<file path="src/hdl/itrd_pkg.sv">
// shared types, constants and symbol lookup for the radix digit converter
package itrd_pkg;

  localparam int VALUE_W     = 64;
  localparam int DIGIT_W     = 4;
  localparam int BASE_W      = 5;
  localparam int SYM_W       = 8;
  localparam int CFG_IDX_W   = 2;

  localparam int MAX_DIGITS_DEF   = 64;
  localparam int SYMBOL_COUNT_DEF = 16;

  localparam logic [BASE_W-1:0]  MIN_BASE           = 5'd2;
  localparam logic [BASE_W-1:0]  BASE_RESET         = 5'd10;
  localparam logic [VALUE_W-1:0] SYMBOLS_LOW_RESET  = 64'h3736_3534_3332_3130;
  localparam logic [VALUE_W-1:0] SYMBOLS_HIGH_RESET = 64'h6665_6463_6261_3938;

  localparam logic [CFG_IDX_W-1:0] CFG_DIGIT_BASE   = 2'd0;
  localparam logic [CFG_IDX_W-1:0] CFG_SYMBOLS_LOW  = 2'd1;
  localparam logic [CFG_IDX_W-1:0] CFG_SYMBOLS_HIGH = 2'd2;

  typedef enum logic [2:0] {
    ST_IDLE,
    ST_DIV,
    ST_READ,
    ST_LOAD,
    ST_ERR
  } state_t;

  // control from the sequencer to the digit store and output stage
  typedef struct packed {
    logic wr_en;
    logic rd_en;
    logic load;
    logic err;
    logic last;
    logic neg;
  } emit_ctrl_t;

  function automatic logic [SYM_W-1:0] symbol_of(
    input logic [VALUE_W-1:0] sym_lo,
    input logic [VALUE_W-1:0] sym_hi,
    input logic [DIGIT_W-1:0] d
  );
    logic [VALUE_W-1:0] word;
    word = d[DIGIT_W-1] ? sym_hi : sym_lo;
    return word[d[DIGIT_W-2:0]*SYM_W +: SYM_W];
  endfunction

endpackage

</file>
<file path="src/hdl/itrd_div.sv">
// bit-serial restoring divider: one quotient bit per cycle, small radix divisor
module itrd_div (
  input  logic                              clk,
  input  logic                              rst_n,
  input  logic                              start,
  input  logic [itrd_pkg::VALUE_W-1:0]      dividend,
  input  logic [itrd_pkg::BASE_W-1:0]       divisor,
  output logic                              done,
  output logic [itrd_pkg::VALUE_W-1:0]      quotient,
  output logic [itrd_pkg::DIGIT_W-1:0]      remainder,
  output logic                              quot_nz
);

  localparam int CW = $clog2(itrd_pkg::VALUE_W);

  logic [itrd_pkg::VALUE_W-1:0] q_r;
  logic [itrd_pkg::DIGIT_W-1:0] rem_r;
  logic [CW-1:0]                cnt_r;
  logic                         run_r;
  logic                         done_r;
  logic                         nz_r;

  logic [itrd_pkg::BASE_W-1:0]  trial;
  logic                         fits;
  logic [itrd_pkg::BASE_W-1:0]  diff;

  assign trial = {rem_r, q_r[itrd_pkg::VALUE_W-1]};
  assign fits  = trial >= divisor;
  assign diff  = trial - divisor;

  always_ff @(posedge clk) begin
    if (!rst_n) begin
      run_r  <= 1'b0;
      done_r <= 1'b0;
    end else if (start) begin
      run_r  <= 1'b1;
      done_r <= 1'b0;
    end else if (run_r) begin
      if (cnt_r == CW'(itrd_pkg::VALUE_W - 1)) begin
        run_r  <= 1'b0;
        done_r <= 1'b1;
      end
    end else begin
      done_r <= 1'b0;
    end
  end

  always_ff @(posedge clk) begin
    if (start) begin
      q_r   <= dividend;
      rem_r <= '0;
      cnt_r <= '0;
      nz_r  <= 1'b0;
    end else if (run_r) begin
      q_r   <= {q_r[itrd_pkg::VALUE_W-2:0], fits};
      rem_r <= fits ? diff[itrd_pkg::DIGIT_W-1:0] : trial[itrd_pkg::DIGIT_W-1:0];
      cnt_r <= cnt_r + 1'b1;
      nz_r  <= nz_r | fits;
    end
  end

  assign done      = done_r;
  assign quotient  = q_r;
  assign remainder = rem_r;
  assign quot_nz   = nz_r;

endmodule

</file>
<file path="src/hdl/itrd_emit.sv">
// digit store, symbol lookup and output register
module itrd_emit #(
  parameter int DEPTH = itrd_pkg::MAX_DIGITS_DEF
) (
  input  logic                              clk,
  input  logic                              rst_n,
  input  itrd_pkg::emit_ctrl_t              ctrl,
  input  logic [$clog2(DEPTH)-1:0]          wr_addr,
  input  logic [itrd_pkg::DIGIT_W-1:0]      wr_digit,
  input  logic [$clog2(DEPTH)-1:0]          rd_addr,
  input  logic [itrd_pkg::VALUE_W-1:0]      symbols_low,
  input  logic [itrd_pkg::VALUE_W-1:0]      symbols_high,
  output logic                              slot_free,
  output logic                              out_valid,
  input  logic                              out_ready,
  output logic [itrd_pkg::SYM_W-1:0]        out_symbol,
  output logic                              out_negative,
  output logic                              out_error,
  output logic                              out_last
);

  logic [itrd_pkg::DIGIT_W-1:0] store [DEPTH];
  logic [itrd_pkg::DIGIT_W-1:0] rd_data_r;

  logic                         valid_r;
  logic [itrd_pkg::SYM_W-1:0]   symbol_r;
  logic                         neg_r;
  logic                         err_r;
  logic                         last_r;

  always_ff @(posedge clk) begin
    if (ctrl.wr_en) begin
      store[wr_addr] <= wr_digit;
    end
  end

  always_ff @(posedge clk) begin
    if (ctrl.rd_en) begin
      rd_data_r <= store[rd_addr];
    end
  end

  assign slot_free = !valid_r || out_ready;

  always_ff @(posedge clk) begin
    if (!rst_n) begin
      valid_r <= 1'b0;
    end else if (ctrl.load) begin
      valid_r <= 1'b1;
    end else if (out_ready) begin
      valid_r <= 1'b0;
    end
  end

  always_ff @(posedge clk) begin
    if (ctrl.load) begin
      symbol_r <= ctrl.err ? '0
                           : itrd_pkg::symbol_of(symbols_low, symbols_high, rd_data_r);
      neg_r    <= ctrl.neg;
      err_r    <= ctrl.err;
      last_r   <= ctrl.last;
    end
  end

  assign out_valid    = valid_r;
  assign out_symbol   = symbol_r;
  assign out_negative = neg_r;
  assign out_error    = err_r;
  assign out_last     = last_r;

endmodule

</file>
<file path="src/hdl/integer_to_radix_digits_top.sv">
// integer to radix digit symbols: sequencer, config registers, divider and output stage
//
//  channel | direction | handshake          | payload
//  in_     | input     | in_valid/in_ready  | in_kind, in_value
//  out_    | output    | out_valid/out_ready| out_symbol, out_negative, out_error, out_last
//  cfg_    | input     | cfg_we             | cfg_index, cfg_wdata
//
// each digit comes from one run of the bit-serial divider (one quotient bit per cycle);
// once all digits are stored they are read back from the digit store, most significant
// first, one result per digit; a rejected base skips the divider and gives a single
// error result
// reset (rst_n low, synchronous) restores digit_base 10 and the "0123456789abcdef" table
// in_ready is high only while idle; a new transaction is taken while the last result waits
// a stalled out_ready holds the output register and pauses read-back
module integer_to_radix_digits_top #(
  parameter int MAX_DIGITS   = itrd_pkg::MAX_DIGITS_DEF,
  parameter int SYMBOL_COUNT = itrd_pkg::SYMBOL_COUNT_DEF
) (
  input  logic                              clk,
  input  logic                              rst_n,
  input  logic                              in_valid,
  output logic                              in_ready,
  input  logic                              in_kind,
  input  logic [itrd_pkg::VALUE_W-1:0]      in_value,
  output logic                              out_valid,
  input  logic                              out_ready,
  output logic [itrd_pkg::SYM_W-1:0]        out_symbol,
  output logic                              out_negative,
  output logic                              out_error,
  output logic                              out_last,
  input  logic                              cfg_we,
  input  logic [itrd_pkg::CFG_IDX_W-1:0]    cfg_index,
  input  logic [itrd_pkg::VALUE_W-1:0]      cfg_wdata
);

  localparam int AW = $clog2(MAX_DIGITS);

  logic [itrd_pkg::BASE_W-1:0]  digit_base_r;
  logic [itrd_pkg::VALUE_W-1:0] symbols_low_r;
  logic [itrd_pkg::VALUE_W-1:0] symbols_high_r;

  itrd_pkg::state_t             state_r, state_nxt;
  logic [AW-1:0]                cnt_r, cnt_nxt;
  logic [AW-1:0]                rd_idx_r, rd_idx_nxt;
  logic                         neg_r, neg_nxt;

  logic                         base_bad;
  logic                         in_neg;
  logic [itrd_pkg::VALUE_W-1:0] magnitude;

  logic                         div_start;
  logic [itrd_pkg::VALUE_W-1:0] div_dividend;
  logic                         div_done;
  logic [itrd_pkg::VALUE_W-1:0] div_quot;
  logic [itrd_pkg::DIGIT_W-1:0] div_rem;
  logic                         div_nz;

  itrd_pkg::emit_ctrl_t         ectrl;
  logic                         slot_free;

  // config registers
  always_ff @(posedge clk) begin
    if (!rst_n) begin
      digit_base_r   <= itrd_pkg::BASE_RESET;
      symbols_low_r  <= itrd_pkg::SYMBOLS_LOW_RESET;
      symbols_high_r <= itrd_pkg::SYMBOLS_HIGH_RESET;
    end else if (cfg_we) begin
      unique case (cfg_index)
        itrd_pkg::CFG_DIGIT_BASE:   digit_base_r   <= cfg_wdata[itrd_pkg::BASE_W-1:0];
        itrd_pkg::CFG_SYMBOLS_LOW:  symbols_low_r  <= cfg_wdata;
        itrd_pkg::CFG_SYMBOLS_HIGH: symbols_high_r <= cfg_wdata;
        default: ;
      endcase
    end
  end

  assign base_bad  = (digit_base_r < itrd_pkg::MIN_BASE) ||
                     (digit_base_r > itrd_pkg::BASE_W'(SYMBOL_COUNT));
  assign in_neg    = in_kind && in_value[itrd_pkg::VALUE_W-1];
  assign magnitude = in_neg ? (itrd_pkg::VALUE_W'(0) - in_value) : in_value;

  always_ff @(posedge clk) begin
    if (!rst_n) begin
      state_r <= itrd_pkg::ST_IDLE;
    end else begin
      state_r <= state_nxt;
    end
  end

  always_ff @(posedge clk) begin
    cnt_r    <= cnt_nxt;
    rd_idx_r <= rd_idx_nxt;
    neg_r    <= neg_nxt;
  end

  always_comb begin
    state_nxt    = state_r;
    cnt_nxt      = cnt_r;
    rd_idx_nxt   = rd_idx_r;
    neg_nxt      = neg_r;
    in_ready     = 1'b0;
    div_start    = 1'b0;
    div_dividend = div_quot;
    ectrl        = '0;
    unique case (state_r)
      itrd_pkg::ST_IDLE: begin
        in_ready     = 1'b1;
        div_dividend = magnitude;
        if (in_valid) begin
          neg_nxt = in_neg;
          cnt_nxt = '0;
          if (base_bad) begin
            state_nxt = itrd_pkg::ST_ERR;
          end else begin
            div_start = 1'b1;
            state_nxt = itrd_pkg::ST_DIV;
          end
        end
      end
      itrd_pkg::ST_DIV: begin
        ectrl.wr_en = div_done;
        if (div_done) begin
          // keep dividing while the quotient is nonzero and the store has room
          if (div_nz && (cnt_r != AW'(MAX_DIGITS - 1))) begin
            div_start = 1'b1;
            cnt_nxt   = cnt_r + 1'b1;
          end else begin
            rd_idx_nxt = cnt_r;
            state_nxt  = itrd_pkg::ST_READ;
          end
        end
      end
      itrd_pkg::ST_READ: begin
        ectrl.rd_en = 1'b1;
        state_nxt   = itrd_pkg::ST_LOAD;
      end
      itrd_pkg::ST_LOAD: begin
        if (slot_free) begin
          ectrl.load = 1'b1;
          ectrl.neg  = neg_r;
          ectrl.last = (rd_idx_r == '0);
          if (rd_idx_r == '0) begin
            state_nxt = itrd_pkg::ST_IDLE;
          end else begin
            rd_idx_nxt = rd_idx_r - 1'b1;
            state_nxt  = itrd_pkg::ST_READ;
          end
        end
      end
      itrd_pkg::ST_ERR: begin
        if (slot_free) begin
          ectrl.load = 1'b1;
          ectrl.err  = 1'b1;
          ectrl.last = 1'b1;
          state_nxt  = itrd_pkg::ST_IDLE;
        end
      end
      default: state_nxt = itrd_pkg::ST_IDLE;
    endcase
  end

  itrd_div u_div (
    .clk       (clk),
    .rst_n     (rst_n),
    .start     (div_start),
    .dividend  (div_dividend),
    .divisor   (digit_base_r),
    .done      (div_done),
    .quotient  (div_quot),
    .remainder (div_rem),
    .quot_nz   (div_nz)
  );

  itrd_emit #(
    .DEPTH (MAX_DIGITS)
  ) u_emit (
    .clk          (clk),
    .rst_n        (rst_n),
    .ctrl         (ectrl),
    .wr_addr      (cnt_r),
    .wr_digit     (div_rem),
    .rd_addr      (rd_idx_r),
    .symbols_low  (symbols_low_r),
    .symbols_high (symbols_high_r),
    .slot_free    (slot_free),
    .out_valid    (out_valid),
    .out_ready    (out_ready),
    .out_symbol   (out_symbol),
    .out_negative (out_negative),
    .out_error    (out_error),
    .out_last     (out_last)
  );

  // divider finishes only while the sequencer waits on it
  a_div_done_in_div: assert property (@(posedge clk) disable iff (!rst_n)
    div_done |-> (state_r == itrd_pkg::ST_DIV))
    else $error("divider done outside divide state");

  // a new result only appears after a load or error state
  a_out_from_load: assert property (@(posedge clk) disable iff (!rst_n)
    $rose(out_valid) |->
      ($past(state_r) == itrd_pkg::ST_LOAD || $past(state_r) == itrd_pkg::ST_ERR))
    else $error("result appeared without a load");

  // an error result is a single zero symbol
  a_err_result: assert property (@(posedge clk) disable iff (!rst_n)
    (out_valid && out_error) |-> (out_last && out_symbol == '0 && !out_negative))
    else $error("malformed error result");

  // a bad base never starts the divider
  a_bad_base_err: assert property (@(posedge clk) disable iff (!rst_n)
    (in_valid && in_ready && base_bad) |=> (state_r == itrd_pkg::ST_ERR))
    else $error("rejected base did not go to error state");

endmodule
</file>
<file path="config.mk">
export PLATFORM = sky130hd
export DESIGN_NAME = integer_to_radix_digits_top
export DESIGN_NICKNAME = d
export VERILOG_FILES = /design/src/hdl/itrd_pkg.sv /design/src/hdl/itrd_div.sv /design/src/hdl/itrd_emit.sv /design/src/hdl/integer_to_radix_digits_top.sv
export SDC_FILE = /design/constraint.sdc
export NUM_CORES = 1
export LEC_CHECK = 0
export BUFFER_PORTS_ARGS = -buffer_cell sky130_fd_sc_hd__buf_2
export CELL_PAD_IN_SITES_DETAIL_PLACEMENT = 0
export CELL_PAD_IN_SITES_GLOBAL_PLACEMENT = 1
export CORE_ASPECT_RATIO = 0.7
export CORE_UTILIZATION = 39
export CTS_BUF_LIST = sky130_fd_sc_hd__clkbuf_2 sky130_fd_sc_hd__clkbuf_4 sky130_fd_sc_hd__clkbuf_8
export DETAILED_ROUTE_END_ITERATION = 12
export PLACE_DENSITY = 0.71
export SYNTH_ARGS = -nofsm -noshare
export SYNTH_HDL_FRONTEND = slang
export SYNTH_HIERARCHICAL = 1
export SYNTH_SLANG_ARGS = --single-unit
</file>
<file path="constraint.sdc">
create_clock -name clk -period 8.21 [get_ports clk]
set_input_delay 0 -clock clk [delete_from_list [all_inputs] [get_ports clk]]
set_output_delay 0 -clock clk [all_outputs]
set_load 0.02 [all_outputs]
</file>
==> summary.md <==
| Metric | Value |
|---|---|
| Clk buf depth | 3 |
| Warnings, synthesis | 6 |
| Crit path max-delay cell type | buf_4 |
| Detailed Place HPWL | roughly 36000 um |
| Count of buffers from port buffering | roughly 150 |
| Netlist Area Pre-Place | between 20000 and 25000 um^2 |
| Async set or reset register ratio after synthesis | 0 |
| Area of the multi-input gates | between 8000 and 9000 um^2 |
| Htree depth | 3 |
| Filler Cell Count | a little over 5000 |
| I/O pin total | 149 |
| Grt met2 use | 0.2949 |
| Hold Crit Class | in -> reg |
| Hold Path Origin | in_value[20] |
| Via density | 5.431 |
| WHS Path Cells | 4 |
| FF+latch area | between 10000 and 15000 um^2 |
| Area Growth Syn to Fin | 19.56% |
| Main synth FF type | edfxtp_1 |
| Die ar. | around 59000 um^2 |
| Status | complete, no violations |
| Busiest grt layer | met2 |
| DRT antenna net count | 0 |
| Worst EP required | roughly 8.4 ns |
| Post-synthesis sequential area ratio | 0.5904 |
| Worst Max-Slew Pin Slew | approximately 1.2 ns |
| Slew Viols, Final | 0 |
| Avg WL per Cell | 19.70 um |
| Root Driver | clkbuf_8 |
| Initial antenna violation count | 3 |
| #FFs+latches synth | approximately 500 |
| Pin count of the biggest net entering global routing | 84 |
| CTS buffer count | 78 |
| CTS tree | built |
| Crit end category | flop |
| Post-synth EDFFs | approximately 350 |
| Setup violations, final | 0 |
| Starting density of the core | 0.3979 |
| Vias | about 16000 |
| Total global routing overflow | 0 |
| Overall routing resource usage | 0.1944 |
| Core ar. | 57270 um^2 |
| PostCTS Resize Cnt | 0 |
| Clk_lat worst skew | approximately 0.64 ns |
| Worst EP arrival | approximately 3.8 ns |
| Die Wd | approximately 290 um |
| Worst Slack Setup Final | approximately 4.6 ns |
| Library cells used by synthesis | 63 |
| First-pass GRT wire length | around 90000 um |
| Unrepaired setup endpoints after global routing | no |
| Num rows | 73 |
| R2R depth | 7 |
| Final Wtd Congestion | 0.8332 |
| Final worst-path cycle share | 0.4348 |
| Crit path cell chain | ha_1 -> nand3_1 -> o21ai_0 -> o22ai_4 -> buf_4 -> or2_2 -> buf_4 |
| Nets | approximately 2300 |
| Min cycle time layout | 3.570 ns |
| Synthesized area per cell | around 12 um^2 |
| Gate Count Post-Synth | ~1900 |
| Setup Slack @ Placement | roughly 4.6 ns |
| Startpoint types | flop |
| Crit Path Category | reg -> reg |
| Reg-to-reg startpoint | cnt_r[1] |
| Fraction of layout cells with a size suffix above 1 | 0.2093 |
| First-pass DRT Iterations | 5 |
| Lkg Pwr | between 9 and 10 nW |
| Number of post-CTS setup repair buffers | 0 |
| Crit-path max FO | 80 |
| Wirelength, routed | between 50000 and 60000 um |
| VDD IR max | roughly 0.00011 V |
| Max_cap viols | 0 |
| Post-route DRC | 0 |
| Setup_tns | 0 ns |
| Die height | between 200 and 250 um |
| R2R setup slack | 4.64 ns |
| RR Endpoint | u_div/quotient[20] |
| Final hold vios | 0 |
| Met3 Use GR | 0.04328 |
| PwrDens | about 210 nW/um^2 |
| CTS sink count | 498 |
| Largest stage delay, worst path | 0.77 ns |
| Met1 usage | 0.2824 |
| Vias in the first global route | between 15000 and 20000 |
| Clk slew on worst S/H paths | 0.06 ns |
| Most frequent CP cell | buf_4 |
| Slew headroom | 0.2212 |
| Hold Path End | u_div/quotient[20] |
| Setup Skew | 0.04062 ns |
| Syn_nets | 2006 |
| Fmax | between 0.2 and 0.3 GHz |
| Iter 0 DRT Violations | 1191 |
-- cell families after synthesis --
group / count (synthesis) / share of synthesized area
and+or+nand+nor: 696 / 0.1351
DFF: 498 / 0.5904
AOI/OAI and AO/OA: 252 / 0.06304
muxes: 188 / 0.1485
buffers and inverters: 141 / 0.02833
xor gates and xnor gates: 75 / 0.02883
adders and majority gates: 10 / 0.005820
-- cell type report --
type	instances	area share
Sequential cell	498	0.4940
Multi-Input combinational cell	1221	0.3201
Timing Repair Buffer	313	0.08569
Clock buffer	105	0.04868
Tap cell	750	0.03444
Clock inverter	38	0.01382
Inverter	23	0.003169
Antenna cell	1	0.00009185
-- cell usage in the layout (no fill, tap or decap), types with 23 or more instances in the layout --
cell type      synthesis  layout
a21oi_1              159     159
a31oi_1               25      25
buf_2                 23     148
buf_4                  0      23
clkbuf_8               0      86
dfxtp_1              150     146
dlygate4sd3_1          0     142
edfxtp_1             348     348
mux2_2                68      68
mux4_1                36      36
mux4_2                66      66
nand2_1              301     301
nand3_1               74      74
nor2_1               192     191
nor3_1                27      26
xnor2_1               51      51
xor2_1                24      24
-- sequential cells by signal, indices dropped and copies added, names as in the netlist --
signal / cells
u_div/done: 1
u_emit/out_last: 1
u_div/quot_nz: 1
u_emit/store: 256
u_div/quotient: 64
u_div/remainder: 4
u_emit/out_valid: 1
u_div/run_r: 1
rd_idx_r: 6
u_emit/out_negative: 1
symbols_low_r: 64
u_emit/rd_data_r: 4
state_r: 3
digit_base_r: 5
symbols_high_r: 64
u_div/cnt_r: 6
neg_r: 1
u_emit/out_symbol: 8
u_emit/out_error: 1
cnt_r: 6
-- metrics by stage --
| step | util | total power, W | hold WS, ns | cell area (um^2) | cells |
|---|---|---|---|---|---|
| 2_1_floorplan | - | 0.003320 | 0.1240 | 22790 | 1860 |
| 3_3_place_gp | 0.4211 | 0.003487 | 0.2223 | 24120 | 2663 |
| 3_5_place_dp | 0.4211 | 0.003510 | 0.2277 | 24120 | 2663 |
| 4_1_cts | 0.4757 | 0.005870 | 0.01214 | 27240 | 2948 |
| 5_1_grt | 0.4757 | 0.006053 | 0.07461 | 27240 | 2949 |
| 6_report | 0.4757 | 0.005814 | 0.04942 | 27240 | 2949 |
-- how the worst max path moves through the flow --
stage | from | end | slack (ns) | depth (start not counted)
after floorplan | state_r[0] | u_div/quotient[0] | 5.27 | 8
after global placement | state_r[2] | u_div/quotient[29] | 4.67 | 7
after detailed placement | state_r[2] | u_div/quotient[29] | 4.63 | 7
after CTS | state_r[1] | u_div/quotient[20] | 4.60 | 7
after global routing | state_r[1] | u_div/quotient[8] | 4.34 | 7
final | cnt_r[1] | u_div/quotient[20] | 4.64 | 7
-- metal layers --
| layer | wire length, um | part of all wire |
|---|---|---|
| met2 | 25830 | 0.44 |
| met1 | 27350 | 0.47 |
| met4 | 839 | 0.014 |
| met5 | 21 | 0.00036 |
| met3 | 4047 | 0.070 |
-- cells in the mapped netlist (all sizes together) (4+ instances only) --
cell    instances  area share
xor2           24      0.0092
mux2           69       0.034
o41ai           4      0.0015
inv            22      0.0036
o221ai          5      0.0019
nor4           16      0.0053
nor3b           7      0.0023
edfxtp        348        0.46
a22oi           4      0.0013
nor2          192       0.032
ha              9      0.0049
nand3b          8      0.0026
o22ai          12      0.0033
o31ai           5      0.0019
clkbuf         76       0.013
or4             8      0.0028
nand4           7      0.0019
nand2         301       0.050
a41oi           5      0.0019
buf            42       0.012
a31oi          25      0.0069
nand3          74       0.016
mux2i          17      0.0075
and2            4      0.0011
and3            4      0.0011
or3             9      0.0027
o21ai          24      0.0058
nor3           27      0.0059
xnor2          51       0.020
a21oi         159       0.035
nand2b         10      0.0029
dfxtp         150        0.13
mux4          102        0.11
nor2b          18      0.0049
-- critical path: cells and delay by family (launching register included) --
family                     cells  cell delay (ns)
AOI/OAI and AO/OA              2             0.42
buffers and inverters          2             1.44
and+or+nand+nor                2             0.36
DFF                            1             0.57
adders and majority gates      1             0.29
-- what timing repair did --
action | CTS | global route
hold endpoints to repair | 205 | 0
endpoints found under the setup margin | 0 | 0
hold buffers | 142 | 0
-- power breakdown --
group	switching, W	internal, W	total (W)
logic	0.000311	0.000246	0.000556
registers	0.0000791	0.00287	0.00295
clock network	0.00102	0.00128	0.00230
(Power assumes the default switching activity.)
